$ cat config.mk
export PLATFORM = sky130hd
export DESIGN_NAME = format_string_printer
export DESIGN_NICKNAME = d
export VERILOG_FILES = /design/src/rtl/fsp_pkg.sv /design/src/rtl/format_string_printer.sv
export VERILOG_INCLUDE_DIRS = /design/src /design/src/rtl
export SDC_FILE = /design/constraint.sdc
export NUM_CORES = 1
export LEC_CHECK = 0
export ABC_AREA = 0
export BUFFER_PORTS_ARGS = -buffer_cell sky130_fd_sc_hd__buf_2
export CAP_MARGIN = 0
export CORE_MARGIN = 2
export CORE_UTILIZATION = 30
export CTS_BUF_LIST = sky130_fd_sc_hd__clkbuf_16
export CTS_CLUSTER_DIAMETER = 30
export DETAILED_ROUTE_END_ITERATION = 10
export PLACE_DENSITY = 0.44
export SYNTH_ARGS = -nofsm -noshare
export SYNTH_HDL_FRONTEND = slang
export SYNTH_SLANG_ARGS = --single-unit
$ cat constraint.sdc
create_clock -name i_clk -period 3.8 [get_ports i_clk]
set_input_delay 0 -clock i_clk [delete_from_list [all_inputs] [get_ports i_clk]]
set_output_delay 0 -clock i_clk [all_outputs]
set_load 0.02 [all_outputs]
$ cat src/rtl/format_string_printer_macros.svh
// assertion macros for the format string printer
// used by rtl/format_string_printer.sv, no other dependencies
`ifndef FORMAT_STRING_PRINTER_MACROS_SVH
`define FORMAT_STRING_PRINTER_MACROS_SVH

`ifndef NO_ASSERTIONS
`define FSP_ASSERT_IMP(lbl, clk, rst_n, ante, cons) \
    lbl: assert property (@(posedge clk) disable iff (!rst_n) (ante) |-> (cons)) \
        else $error("fsp assertion failed");
`define FSP_ASSERT_NXT(lbl, clk, rst_n, ante, cons) \
    lbl: assert property (@(posedge clk) disable iff (!rst_n) (ante) |=> (cons)) \
        else $error("fsp assertion failed");
`else
`define FSP_ASSERT_IMP(lbl, clk, rst_n, ante, cons)
`define FSP_ASSERT_NXT(lbl, clk, rst_n, ante, cons)
`endif

`endif

$ cat src/rtl/fsp_pkg.sv
// types, codes and character constants of the format string printer
// no dependencies
`default_nettype none

package fsp_pkg;

    localparam int OP_W       = 2;
    localparam int NUM_W      = 32;
    localparam int COUNT_W    = 32;
    localparam int IN_DATA_W  = 40;
    localparam int OUT_DATA_W = 40;
    localparam int OUT_USER_W = 2;

    localparam logic [OP_W-1:0] OP_FMT = 2'd0;
    localparam logic [OP_W-1:0] OP_NUM = 2'd1;
    localparam logic [OP_W-1:0] OP_STR = 2'd2;

    localparam logic [7:0] CH_NUL   = 8'h00;
    localparam logic [7:0] CH_PCT   = 8'h25;
    localparam logic [7:0] CH_MINUS = 8'h2d;
    localparam logic [7:0] CH_ZERO  = 8'h30;
    localparam logic [7:0] CH_LOW_A = 8'h61;
    localparam logic [7:0] CH_C     = 8'h63;
    localparam logic [7:0] CH_D     = 8'h64;
    localparam logic [7:0] CH_S     = 8'h73;
    localparam logic [7:0] CH_U     = 8'h75;
    localparam logic [7:0] CH_X     = 8'h78;

    localparam logic [3:0] DEC_BASE = 4'd10;

    typedef enum logic [2:0] {
        M_IDLE  = 3'd0,
        M_PCT   = 3'd1,
        M_NUM_D = 3'd2,
        M_NUM_U = 3'd3,
        M_NUM_X = 3'd4,
        M_NUM_C = 3'd5,
        M_STR   = 3'd6
    } t_mode;

    typedef enum logic [3:0] {
        S_IDLE = 4'b0001,
        S_CONV = 4'b0010,
        S_SKIP = 4'b0100,
        S_EMIT = 4'b1000
    } t_state;

    // ascii of one decimal or hex digit, lower case
    function automatic logic [7:0] f_digit_char(input logic [3:0] nib);
        logic [7:0] ch;
        if (nib < DEC_BASE) begin
            ch = CH_ZERO + {4'd0, nib};
        end else begin
            ch = CH_LOW_A + {4'd0, nib - DEC_BASE};
        end
        return ch;
    endfunction

endpackage

`default_nettype wire

$ cat src/rtl/format_string_printer.sv
// format string printer: printf subset with %d %u %x %c %s and %%
// depends on rtl/fsp_pkg.sv and rtl/format_string_printer_macros.svh
//
//  channel   dir  tdata                                  tuser
//  s_axis    in   byte_value[7:0] number_value[39:8]     operation[1:0]
//  m_axis    out  char_out[7:0] total_length[39:8]       is_total[0] protocol_error[1]
//
// plain bytes, string bytes, %c, %% and totals: one item per cycle while not stalled
// %d / %u: an accept step, then the bit-serial bcd converter takes one argument bit
// per cycle, then leading zero digits are skipped and the digits are emitted
// %x: an accept step, then leading zero nibbles are skipped and the digits are emitted
// output stalls hold the digit emitter; no clearing pass after reset
`default_nettype none

`include "format_string_printer_macros.svh"

module format_string_printer #(
    parameter int ARG_WIDTH = 32
) (
    input  wire                                 i_clk,
    input  wire                                 i_rst_n,
    input  wire                                 s_axis_tvalid,
    output logic                                s_axis_tready,
    // byte_value, number_value
    input  wire  [fsp_pkg::IN_DATA_W-1:0]       s_axis_tdata,
    // operation
    input  wire  [fsp_pkg::OP_W-1:0]            s_axis_tuser,
    output logic                                m_axis_tvalid,
    input  wire                                 m_axis_tready,
    // char_out, total_length
    output logic [fsp_pkg::OUT_DATA_W-1:0]      m_axis_tdata,
    // is_total, protocol_error
    output logic [fsp_pkg::OUT_USER_W-1:0]      m_axis_tuser,
    output logic                                m_axis_tlast
);

    localparam int  VW  = (ARG_WIDTH < fsp_pkg::NUM_W) ? ARG_WIDTH : fsp_pkg::NUM_W;
    localparam bit  SGN = (ARG_WIDTH <= fsp_pkg::NUM_W);
    localparam int  ND  = ((VW * 1233) >> 12) + 1;
    localparam int  NH  = (VW + 3) / 4;
    localparam int  NN  = (ND > NH) ? ND : NH;
    localparam int  BW  = 4 * NN;
    localparam int  BCW = $clog2(VW + 1);
    localparam int  DCW = $clog2(NN + 1);

    fsp_pkg::t_state                    r_state, n_state;
    fsp_pkg::t_mode                     r_mode, n_mode;
    logic [fsp_pkg::COUNT_W-1:0]        r_count, n_count;
    logic [VW-1:0]                      r_bin, n_bin;
    logic [BW-1:0]                      r_dig, n_dig;
    logic [BCW-1:0]                     r_bit_cnt, n_bit_cnt;
    logic [DCW-1:0]                     r_dig_cnt, n_dig_cnt;
    logic                               r_m_tvalid, n_m_tvalid;
    logic [fsp_pkg::OUT_DATA_W-1:0]     r_m_tdata, n_m_tdata;
    logic [fsp_pkg::OUT_USER_W-1:0]     r_m_tuser, n_m_tuser;
    logic                               r_m_tlast, n_m_tlast;

    logic [fsp_pkg::OP_W-1:0]           w_op;
    logic [7:0]                         w_byte;
    logic [fsp_pkg::NUM_W-1:0]          w_num;
    logic [VW-1:0]                      w_val;
    logic                               w_neg;
    logic [VW-1:0]                      w_mag;
    logic                               w_slot;
    logic                               w_acc;
    logic                               w_wait_num;
    logic [BW-1:0]                      w_dab;
    logic [3:0]                         w_top;

    logic                               e_valid;
    logic [7:0]                         e_char;
    logic                               e_total;
    logic                               e_err;
    logic                               e_last;

    // add three to every bcd digit of five or more
    function automatic logic [BW-1:0] f_dabble(input logic [BW-1:0] d);
        logic [BW-1:0] q;
        q = d;
        for (int i = 0; i < NN; i++) begin
            if (d[4*i +: 4] > 4'd4) begin
                q[4*i +: 4] = d[4*i +: 4] + 4'd3;
            end
        end
        return q;
    endfunction

    assign w_op       = s_axis_tuser;
    assign w_byte     = s_axis_tdata[7:0];
    assign w_num      = s_axis_tdata[39:8];
    assign w_val      = w_num[VW-1:0];
    assign w_neg      = SGN && w_val[VW-1];
    assign w_mag      = w_neg ? (~w_val + {{(VW-1){1'b0}}, 1'b1}) : w_val;
    assign w_slot     = !r_m_tvalid || m_axis_tready;
    assign w_acc      = s_axis_tvalid && s_axis_tready;
    assign w_wait_num = (r_mode == fsp_pkg::M_NUM_D) || (r_mode == fsp_pkg::M_NUM_U) ||
                        (r_mode == fsp_pkg::M_NUM_X) || (r_mode == fsp_pkg::M_NUM_C);
    assign w_dab      = f_dabble(r_dig);
    assign w_top      = r_dig[BW-1 -: 4];

    assign s_axis_tready = (r_state == fsp_pkg::S_IDLE) && w_slot;
    assign m_axis_tvalid = r_m_tvalid;
    assign m_axis_tdata  = r_m_tdata;
    assign m_axis_tuser  = r_m_tuser;
    assign m_axis_tlast  = r_m_tlast;

    always_comb begin
        n_state    = r_state;
        n_mode     = r_mode;
        n_count    = r_count;
        n_bin      = r_bin;
        n_dig      = r_dig;
        n_bit_cnt  = r_bit_cnt;
        n_dig_cnt  = r_dig_cnt;
        n_m_tvalid = r_m_tvalid && !m_axis_tready;
        n_m_tdata  = r_m_tdata;
        n_m_tuser  = r_m_tuser;
        n_m_tlast  = r_m_tlast;
        e_valid    = 1'b0;
        e_char     = fsp_pkg::CH_NUL;
        e_total    = 1'b0;
        e_err      = 1'b0;
        e_last     = 1'b1;

        unique case (r_state)
            fsp_pkg::S_IDLE: begin
                if (w_acc) begin
                    priority if (w_op == fsp_pkg::OP_FMT && !w_wait_num &&
                                 r_mode != fsp_pkg::M_STR) begin
                        if (r_mode == fsp_pkg::M_PCT) begin
                            n_mode = fsp_pkg::M_IDLE;
                            unique case (w_byte)
                                fsp_pkg::CH_D:   n_mode = fsp_pkg::M_NUM_D;
                                fsp_pkg::CH_U:   n_mode = fsp_pkg::M_NUM_U;
                                fsp_pkg::CH_X:   n_mode = fsp_pkg::M_NUM_X;
                                fsp_pkg::CH_C:   n_mode = fsp_pkg::M_NUM_C;
                                fsp_pkg::CH_S:   n_mode = fsp_pkg::M_STR;
                                fsp_pkg::CH_NUL: begin
                                    e_valid = 1'b1;
                                    e_total = 1'b1;
                                end
                                default: begin
                                    e_valid = 1'b1;
                                    e_char  = w_byte;
                                end
                            endcase
                        end else if (w_byte == fsp_pkg::CH_NUL) begin
                            n_mode  = fsp_pkg::M_IDLE;
                            e_valid = 1'b1;
                            e_total = 1'b1;
                        end else if (w_byte == fsp_pkg::CH_PCT) begin
                            n_mode = fsp_pkg::M_PCT;
                        end else begin
                            e_valid = 1'b1;
                            e_char  = w_byte;
                        end
                    end else if (w_op == fsp_pkg::OP_NUM && w_wait_num) begin
                        n_mode = fsp_pkg::M_IDLE;
                        if (r_mode == fsp_pkg::M_NUM_C) begin
                            e_valid = 1'b1;
                            e_char  = w_num[7:0];
                        end else if (r_mode == fsp_pkg::M_NUM_X) begin
                            n_dig     = BW'(w_val);
                            n_dig_cnt = DCW'(NN);
                            n_state   = fsp_pkg::S_SKIP;
                        end else begin
                            if (r_mode == fsp_pkg::M_NUM_D && w_neg) begin
                                e_valid = 1'b1;
                                e_char  = fsp_pkg::CH_MINUS;
                                e_last  = 1'b0;
                                n_bin   = w_mag;
                            end else begin
                                n_bin   = w_val;
                            end
                            n_dig     = '0;
                            n_bit_cnt = BCW'(VW);
                            n_state   = fsp_pkg::S_CONV;
                        end
                    end else if (w_op == fsp_pkg::OP_STR && r_mode == fsp_pkg::M_STR) begin
                        if (w_byte == fsp_pkg::CH_NUL) begin
                            n_mode = fsp_pkg::M_IDLE;
                        end else begin
                            e_valid = 1'b1;
                            e_char  = w_byte;
                        end
                    end else begin
                        e_valid = 1'b1;
                        e_err   = 1'b1;
                    end
                end
            end
            fsp_pkg::S_CONV: begin
                n_dig     = {w_dab[BW-2:0], r_bin[VW-1]};
                n_bin     = r_bin << 1;
                n_bit_cnt = r_bit_cnt - BCW'(1);
                if (r_bit_cnt == BCW'(1)) begin
                    n_dig_cnt = DCW'(NN);
                    n_state   = fsp_pkg::S_SKIP;
                end
            end
            fsp_pkg::S_SKIP: begin
                if (w_top == 4'd0 && r_dig_cnt > DCW'(1)) begin
                    n_dig     = r_dig << 4;
                    n_dig_cnt = r_dig_cnt - DCW'(1);
                end else begin
                    n_state = fsp_pkg::S_EMIT;
                end
            end
            fsp_pkg::S_EMIT: begin
                if (w_slot) begin
                    e_valid   = 1'b1;
                    e_char    = fsp_pkg::f_digit_char(w_top);
                    e_last    = (r_dig_cnt == DCW'(1));
                    n_dig     = r_dig << 4;
                    n_dig_cnt = r_dig_cnt - DCW'(1);
                    if (r_dig_cnt == DCW'(1)) begin
                        n_state = fsp_pkg::S_IDLE;
                    end
                end
            end
            default: n_state = fsp_pkg::S_IDLE;
        endcase

        if (e_valid) begin
            n_m_tvalid = 1'b1;
            n_m_tlast  = e_last;
            n_m_tuser  = {e_err, e_total};
            if (e_total) begin
                n_m_tdata = {r_count, fsp_pkg::CH_NUL};
                n_count   = '0;
            end else begin
                n_m_tdata = {{fsp_pkg::COUNT_W{1'b0}}, e_char};
                if (!e_err && r_count != {fsp_pkg::COUNT_W{1'b1}}) begin
                    n_count = r_count + fsp_pkg::COUNT_W'(1);
                end
            end
        end
    end

    always_ff @(posedge i_clk) begin
        if (!i_rst_n) begin
            r_state    <= fsp_pkg::S_IDLE;
            r_mode     <= fsp_pkg::M_IDLE;
            r_count    <= '0;
            r_m_tvalid <= 1'b0;
            r_bit_cnt  <= '0;
            r_dig_cnt  <= '0;
        end else begin
            r_state    <= n_state;
            r_mode     <= n_mode;
            r_count    <= n_count;
            r_m_tvalid <= n_m_tvalid;
            r_bit_cnt  <= n_bit_cnt;
            r_dig_cnt  <= n_dig_cnt;
        end
    end

    always_ff @(posedge i_clk) begin
        r_bin     <= n_bin;
        r_dig     <= n_dig;
        r_m_tdata <= n_m_tdata;
        r_m_tuser <= n_m_tuser;
        r_m_tlast <= n_m_tlast;
    end

    // totals and errors carry no character and close their item
    `FSP_ASSERT_IMP(a_total_word, i_clk, i_rst_n,
        r_m_tvalid && r_m_tuser[0], r_m_tlast && r_m_tdata[7:0] == fsp_pkg::CH_NUL)
    `FSP_ASSERT_IMP(a_error_word, i_clk, i_rst_n,
        r_m_tvalid && r_m_tuser[1], r_m_tlast && r_m_tdata == '0)
    // number printing always returns to plain text parsing
    `FSP_ASSERT_IMP(a_mode_idle, i_clk, i_rst_n,
        r_state != fsp_pkg::S_IDLE, r_mode == fsp_pkg::M_IDLE)
    // a word that is not last means more digits are still coming
    `FSP_ASSERT_IMP(a_more_words, i_clk, i_rst_n,
        r_m_tvalid && !r_m_tlast, r_state != fsp_pkg::S_IDLE)
    `FSP_ASSERT_NXT(a_emit_count, i_clk, i_rst_n,
        r_state == fsp_pkg::S_SKIP, r_dig_cnt != '0)

endmodule

`default_nettype wire

==> summary.txt, run 1 <==
Setup path
  – WP data required: 4.12 ns
  – Worst Path Max Fanout: 15
  – Crit-path max cell delay: 0.62 ns
  – Critical-path cell list: nor2b_1 > and4b_1 > or4_4 > inv_4 > nor4_4 > buf_4 > nand3_1 > and4_1 > a311o_1
  – CP max stage cell: dfxtp_1
  – Critical Path AT: 3.26 ns
  – CP Capture Type: flip-flop
  – Critical path class: flip-flop to flip-flop
  – Crit start category: flip-flop

GRT
  – First-pass GRT wire length: 43.4 mm
  – GRT overflow: 0
  – Total GRT Usage: 16.4%
  – Initial antenna violation count: 0
  – Number of global-route vias before repair: 7778
  – Largest net degree at the start of global routing: 53

Synthesis
  – Part of the Yosys area used for sequential elements: 46.5%
  – Mapped cell area: 0.00959 mm^2
  – Asr flop ratio synth: 0%
  – Library cells used by synthesis: 77
  – YS warnings: 0
  – Syn Inst Count: 1037
  – Synth Net Count: 1102
  – Syn_area_per_cell: 9.25 um^2
  – Flop and latch count out of synthesis: 165
  – Number of flops mapped to enable cells by yosys: 115
  – Most used DFF post-synth: edfxtp_1

Floorplan
  – Die area: 0.0334 mm^2
  – Core area: 0.0315 mm^2
  – Die width: 183 um
  – IO Count: 91
  – Row Count: 65
  – Initial core utilization: 30.5%
  – Height of the die: 183 um

Worst hold path
  – Class of the worst hold path: input port to flip-flop

STA
  – Final period util: 77.4%
  – Final Skew: 0.0112 ns
  – Max-slew violations: 0
  – Final min period: 2.94 ns
  – Slew margin rel.: 36.5%
  – Endpoints failing hold: 0
  – Fmax: 340 MHz
  – Slew @ Worst Pin: 0.947 ns
  – Setup TNS: 0 ns
  – Final setup fails: 0
  – RSZ-0062 raised after global routing: false

Clocking
  – H-Tree Level Count: 4
  – Clock buffer depth: 2
  – PostCTS Resize Cnt: 0
  – CTS tree: yes
  – Hold buffers post-CTS: 36
  – Clock transition at path regs: 0.07 ns
  – Clock latency on the worst-skew pair: 0.44 ns
  – Post-CTS setup buffer count: 0
  – CTS Root Cell: clkbuf_16
  – Clock buffer count from CTS: 17
  – Clock Sinks: 165

Cells and area
  – Fillers: 3217
  – Nets: 1211
  – Area grow syn2layout: 19.9%
  – Ant diodes: 0
  – Fin util: 36.5%
  – Register Area: 0.00445 mm^2
  – Ratio of cells with drive above 1 in the final layout: 14.1%
  – Area of the multi-input gates: 0.00473 mm^2

Routing
  – DRC Markers: 0
  – Via Count: 8175
  – Post-DR wirelength/cell: 17.2 um
  – Via-to-Cell Ratio: 5.24
  – TritonRoute pass-1 iters: 5
  – Final WL: 26.8 mm
  – Initial DRC count: 663
  – Number of routed nets with antenna violations: 0

Power and ir drop
  – PD cells: 434 mW/mm^2
  – Worst VDD drop: 0.000331 V
  – Static leakage: 0.00413 uW

Place
  – Post-DP HPWL: 18.0 mm
  – Placer Congestion: 0.756
  – # port buffers: 90

Status
  – Run status: finished, final reports clean

Flow run
  – Number of max-cap violations: 0
-- metrics by stage --
step	instances	hold WS (ns)	setup slack (ns)	instance area, um^2	total power (uW)
CTS	1561	0.0116	0.890	11500	5070
global route	1561	0.0228	0.595	11500	5250
floorplan	1037	0.185	0.00385	9590	2800
global placement	1493	0.347	0.950	10500	3100
finish	1561	0.0387	0.857	11500	4990
detailed placement	1493	0.366	0.935	10500	3100
-- state kept, by name (all words and copies together), names as in the netlist --
register       cells
m_axis_tdata      40
r_dig             40
r_bin             32
r_count           32
r_bit_cnt          6
r_dig_cnt          4
r_state            4
r_mode             3
m_axis_tuser       2
m_axis_tlast       1
m_axis_tvalid      1
-- routing by layer --
layer	up-vias	wire, um	GRT usage, %
met5	-	0	0
met2	167	12000	25.7
li1	4069	-	-
met3	22	948	2.60
met1	3917	13500	23.5
met4	0	325	4.83
-- worst max-delay path: cells and delay by family, from the launching register on --
kind | cells | cell delay, ns
AOI/OAI and AO/OA | 1 | 0.30
and+or+nand+nor | 6 | 1.58
buffers and inverters | 2 | 0.32
DFF | 1 | 0.62
-- kinds of logic after synthesis --
kind of cell	count (synthesis)	synth area share, %
compound gates	306	20.0
xor+xnor	46	4.20
fa+ha+maj	19	2.48
buf+inv	106	4.48
flops	165	46.5
mux	3	0.326
simple gates	392	22.0
-- power breakdown --
| group | total, uW | leakage [uW] | internal, uW | switching, uW |
|---|---|---|---|---|
| Combinational | 826 | 0.00231 | 276 | 550 |
| Sequential | 2260 | 0.00149 | 2150 | 105 |
| Clock | 1910 | 0.000323 | 1150 | 763 |
-- final timing paths --
path	slack [ns]	start	cells past startpoint	endpoint
max	0.86	r_mode[1]$_SDFFE_PN0P_	9	r_count[31]$_SDFFE_PN0P_
min reg2reg	0.50	r_bit_cnt[5]$_SDFFE_PN0P_	1	r_bit_cnt[5]$_SDFFE_PN0P_
max reg2reg	0.86	r_mode[1]$_SDFFE_PN0P_	9	r_count[31]$_SDFFE_PN0P_
min	0.04	s_axis_tdata[14]	2	r_dig[6]$_DFFE_PP_
-- area by class of cell --
cell class / count / share of cell area, %
clock buffer: 20 / 4.35
clock inverter: 12 / 1.26
timing repair buffer: 147 / 8.53
inverter: 49 / 1.62
tap: 402 / 4.37
multi-input combinational: 766 / 41.1
sequential: 165 / 38.7
-- synth_stat cells (4+ instances only) --
library cell,n,area share (%)
nand4_1,17,1.1
a21o_1,4,0.31
a211oi_1,4,0.31
xor2_1,18,1.6
a311oi_1,4,0.37
a31oi_1,11,0.72
clkbuf_1,44,1.7
o31ai_1,5,0.39
or3_1,19,1.2
inv_1,47,1.8
o22ai_1,4,0.26
a32oi_1,4,0.37
and4_1,6,0.55
nor4_1,10,0.65
a41oi_1,6,0.55
a21oi_1,94,4.9
nand2_1,104,4.1
nand3b_1,5,0.39
or4_1,11,0.86
nand2b_1,8,0.52
nor2_1,81,3.2
edfxtp_1,115,36
nor3b_1,4,0.31
o21ai_0,91,4.8
ha_1,19,2.5
o211ai_1,4,0.31
o41ai_1,5,0.46
and3_1,22,1.4
dfxtp_1,50,10
a221o_1,18,1.9
buf_2,8,0.42
nor3_1,19,0.99
xnor2_1,28,2.6
o21ai_1,12,0.63
o21a_1,9,0.70
a22oi_1,8,0.63
nor2b_1,6,0.39
nand3_1,15,0.78
and2_1,39,2.5
-- layout by cell type, fill, tap and decap left out, types with 22 or more instances in the layout --
master,n
o21ai_0,91
nand2_1,104
and3_1,22
dfxtp_1,50
inv_1,48
nor2_1,81
and2_1,39
xnor2_1,28
buf_2,90
dlygate4sd3_1,36
edfxtp_1,115
a21oi_1,93
Note: power is estimated with default switching activity, not from simulation.
==> run 2: changes to the inputs <==
--- a/config.mk
+++ b/config.mk
@@ -14,7 +14,7 @@
 export CTS_BUF_LIST = sky130_fd_sc_hd__clkbuf_16
 export CTS_CLUSTER_DIAMETER = 30
 export DETAILED_ROUTE_END_ITERATION = 10
-export PLACE_DENSITY = 0.44
+export PLACE_DENSITY = 0.42
 export SYNTH_ARGS = -nofsm -noshare
 export SYNTH_HDL_FRONTEND = slang
 export SYNTH_SLANG_ARGS = --single-unit
==> constraint.sdc (replaced) <==
create_clock -name i_clk -period 3.1 [get_ports i_clk]
set_input_delay 0 -clock i_clk [delete_from_list [all_inputs] [get_ports i_clk]]
set_output_delay 0 -clock i_clk [all_outputs]
set_load 0.02 [all_outputs]
==> run 2 against run 1 <==
Maximum frequency rose by 1.4%; setup slack got worse by 0.66 ns; combinational power rose by 27%; utilization rose by 0.17 points; sequential share of layout area fell by 0.18 points; critical endpoint is now r_count[22]$_SDFFE_PN0P_.
==> summary.txt, run 2 (synthesis results as in run 1) <==
Status
  – Run status: finished, final reports clean

GRT
  – Initial antenna violation count: 1 (+1)
  – Total GRT Usage: 16.7% (+0.21 points)
  – Largest net degree at the start of global routing: 51 (-3.8%)
  – GRT overflow: 0 (unchanged)
  – Number of global-route vias before repair: 7865 (+1.1%)
  – First-pass GRT wire length: 44.1 mm (+1.7%)

Cells and area
  – Area grow syn2layout: 20.5%
  – Final cell count without fillers: 1572 (+0.70%)
  – Ant diodes: 0 (unchanged)
  – Commonest cells after routing, fill and taps aside: 115 x edfxtp_1, 104 x nand2_1, 93 x a21oi_1, 91 x o21ai_0, 90 x buf_2
  – Area of the multi-input gates: 0.00473 mm^2 (unchanged)
  – Ratio of cells with drive above 1 in the final layout: 15.2% (+1.1 points)
  – Leading cell type in the layout, fill and taps excluded: edfxtp_1
  – Nets: 1222 (+0.91%)
  – Register Area: 0.00445 mm^2 (unchanged)
  – Fillers: 3222 (+0.16%)

Setup path
  – CP max stage cell: nor2_1
  – Reg2reg start: r_mode[1]$_SDFFE_PN0P_
  – Worst Path Max Fanout: 15 (unchanged)
  – Critical path class: flip-flop to flip-flop
  – CP Capture Type: flip-flop
  – WP data required: 3.45 ns (-0.67 ns)
  – Crit-path max cell delay: 0.69 ns (+0.07 ns)
  – Reg2reg path depth: 8 (-1)
  – Critical R2R Capture: r_count[22]$_SDFFE_PN0P_
  – Critical Path AT: 3.26 ns (about the same)
  – Critical-path cell list: nor2b_1 > and4b_1 > or4_4 > inv_4 > nor2_1 > nand4_1 > or3_1 > a21oi_1
  – Crit start category: flip-flop
  – FF-to-FF setup slack: 0.20 ns (-0.66 ns)

Worst hold path
  – Class of the worst hold path: input port to flip-flop
  – Hold path cells: 3 (+1)
  – Hold Path Sink: r_dig[13]$_DFFE_PP_
  – Min-delay src: s_axis_tdata[21]

STA
  – Final min period: 2.90 ns (-0.0405 ns)
  – Final Skew: 0.0104 ns (-0.000795 ns)
  – Fmax: 345 MHz (+1.4%)
  – Final period util: 93.6% (+16 points)
  – Slew @ Worst Pin: 0.901 ns (-0.0461 ns)
  – RSZ-0062 raised after global routing: false
  – Endpoints failing hold: 0 (unchanged)
  – Setup TNS: 0 ns (unchanged)
  – Final setup fails: 0 (unchanged)
  – Slew margin rel.: 39.7% (+3.2 points)
  – Final worst slack: 0.197 ns (-0.659 ns)
  – Max-slew violations: 0 (unchanged)

Place
  – Post-DP HPWL: 18.8 mm (+4.3%)
  – Post-placement cell count: 1507 (+0.94%)
  – # port buffers: 90 (unchanged)
  – Placer Congestion: 0.763 (+0.85%)
  – Pre-CTS setup slack: 0.322 ns (-0.613 ns)

Routing
  – Via Count: 8182 (+0.086%)
  – Initial DRC count: 519 (-22%)
  – DRC Markers: 0 (unchanged)
  – TritonRoute pass-1 iters: 5 (unchanged)
  – Via-to-Cell Ratio: 5.20 (-0.61%)
  – Post-DR wirelength/cell: 17.5 um (+1.8%)
  – Number of routed nets with antenna violations: 0 (unchanged)
  – Final WL: 27.5 mm (+2.5%)

Clocking
  – Clock buffer count from CTS: 17 (unchanged)
  – CTS Root Cell: clkbuf_16
  – PostCTS Resize Cnt: 0 (unchanged)
  – Post-CTS setup buffer count: 0 (unchanged)
  – Hold buffers post-CTS: 33 (-8.3%)
  – H-Tree Level Count: 4 (unchanged)
  – Clock transition at path regs: 0.07 ns (about the same)
  – Clock buffer depth: 2 (unchanged)
  – CTS tree: yes
  – Clock latency on the worst-skew pair: 0.43 ns (about the same)
  – Clock Sinks: 165 (unchanged)

Floorplan
  – IO Count: 91 (unchanged)
  – Row Count: 65 (unchanged)
  – Core area: 0.0315 mm^2 (unchanged)
  – Die width: 183 um (unchanged)
  – Initial core utilization: 30.5% (unchanged)
  – Height of the die: 183 um (unchanged)
  – Die area: 0.0334 mm^2 (unchanged)

Power and ir drop
  – Static leakage: 0.00417 uW (+0.86%)
  – Worst VDD drop: 0.000335 V (+1.2%)
  – Design Power: 5930 uW (+19%)
  – PD cells: 514 mW/mm^2 (+18%)

Flow run
  – Number of max-cap violations: 0 (unchanged)
[run 2: metrics by stage]
step	util [%]	hold WS (ns)	cell area, um^2
finish	36.7	0.0111	11600
global route	36.7	0.0109	11600
CTS	36.7	0.000367	11600
detailed placement	33.8	0.371	10600
global placement	33.8	0.368	10600
floorplan	-	0.185	9590
[run 2: cell type report]
class	count	area share [%]
Tap cell	402	4.35
Clock buffer	18	3.90
Multi-Input combinational cell	766	40.9
Inverter	49	1.61
Clock inverter	14	1.07
Sequential cell	165	38.6
Timing Repair Buffer	158	9.58
[run 2: worst max path at each step]
stage / from / slack, ns / cells past startpoint / end
2_1_floorplan: r_state[2]$_SDFFE_PN0P_ / 0.05 / 9 / r_count[20]$_SDFFE_PN0P_
3_3_place_gp: r_mode[1]$_SDFFE_PN0P_ / 0.32 / 8 / r_count[3]$_SDFFE_PN0P_
3_5_place_dp: r_mode[1]$_SDFFE_PN0P_ / 0.32 / 8 / r_count[22]$_SDFFE_PN0P_
4_1_cts: r_mode[1]$_SDFFE_PN0P_ / 0.29 / 8 / r_count[22]$_SDFFE_PN0P_
5_1_grt: r_mode[1]$_SDFFE_PN0P_ / 0.05 / 8 / r_count[22]$_SDFFE_PN0P_
6_report: r_mode[1]$_SDFFE_PN0P_ / 0.20 / 8 / r_count[22]$_SDFFE_PN0P_
[run 2: critical path, delay by kind of cell, from the launching register on]
| family | cells | cell delay, ns |
|---|---|---|
| AND/OR/NAND/NOR | 6 | 1.97 |
| flip-flops | 1 | 0.62 |
| AO/OA/AOI/OAI | 1 | 0.17 |
| buffers and inverters | 1 | 0.06 |
[run 2: power by group]
part / switching (uW) / internal [uW]
Clock: 957 / 1160
Sequential: 128 / 2630
Combinational: 682 / 371
Total: 1770 / 4170
[run 2: metal layers]
layer,wire length (um),global-route usage [%],vias up
met2,12600,26.6,108
li1,-,-,4079
met5,0,0,-
met4,243,3.94,0
met1,13900,23.8,3980
met3,784,2.50,15
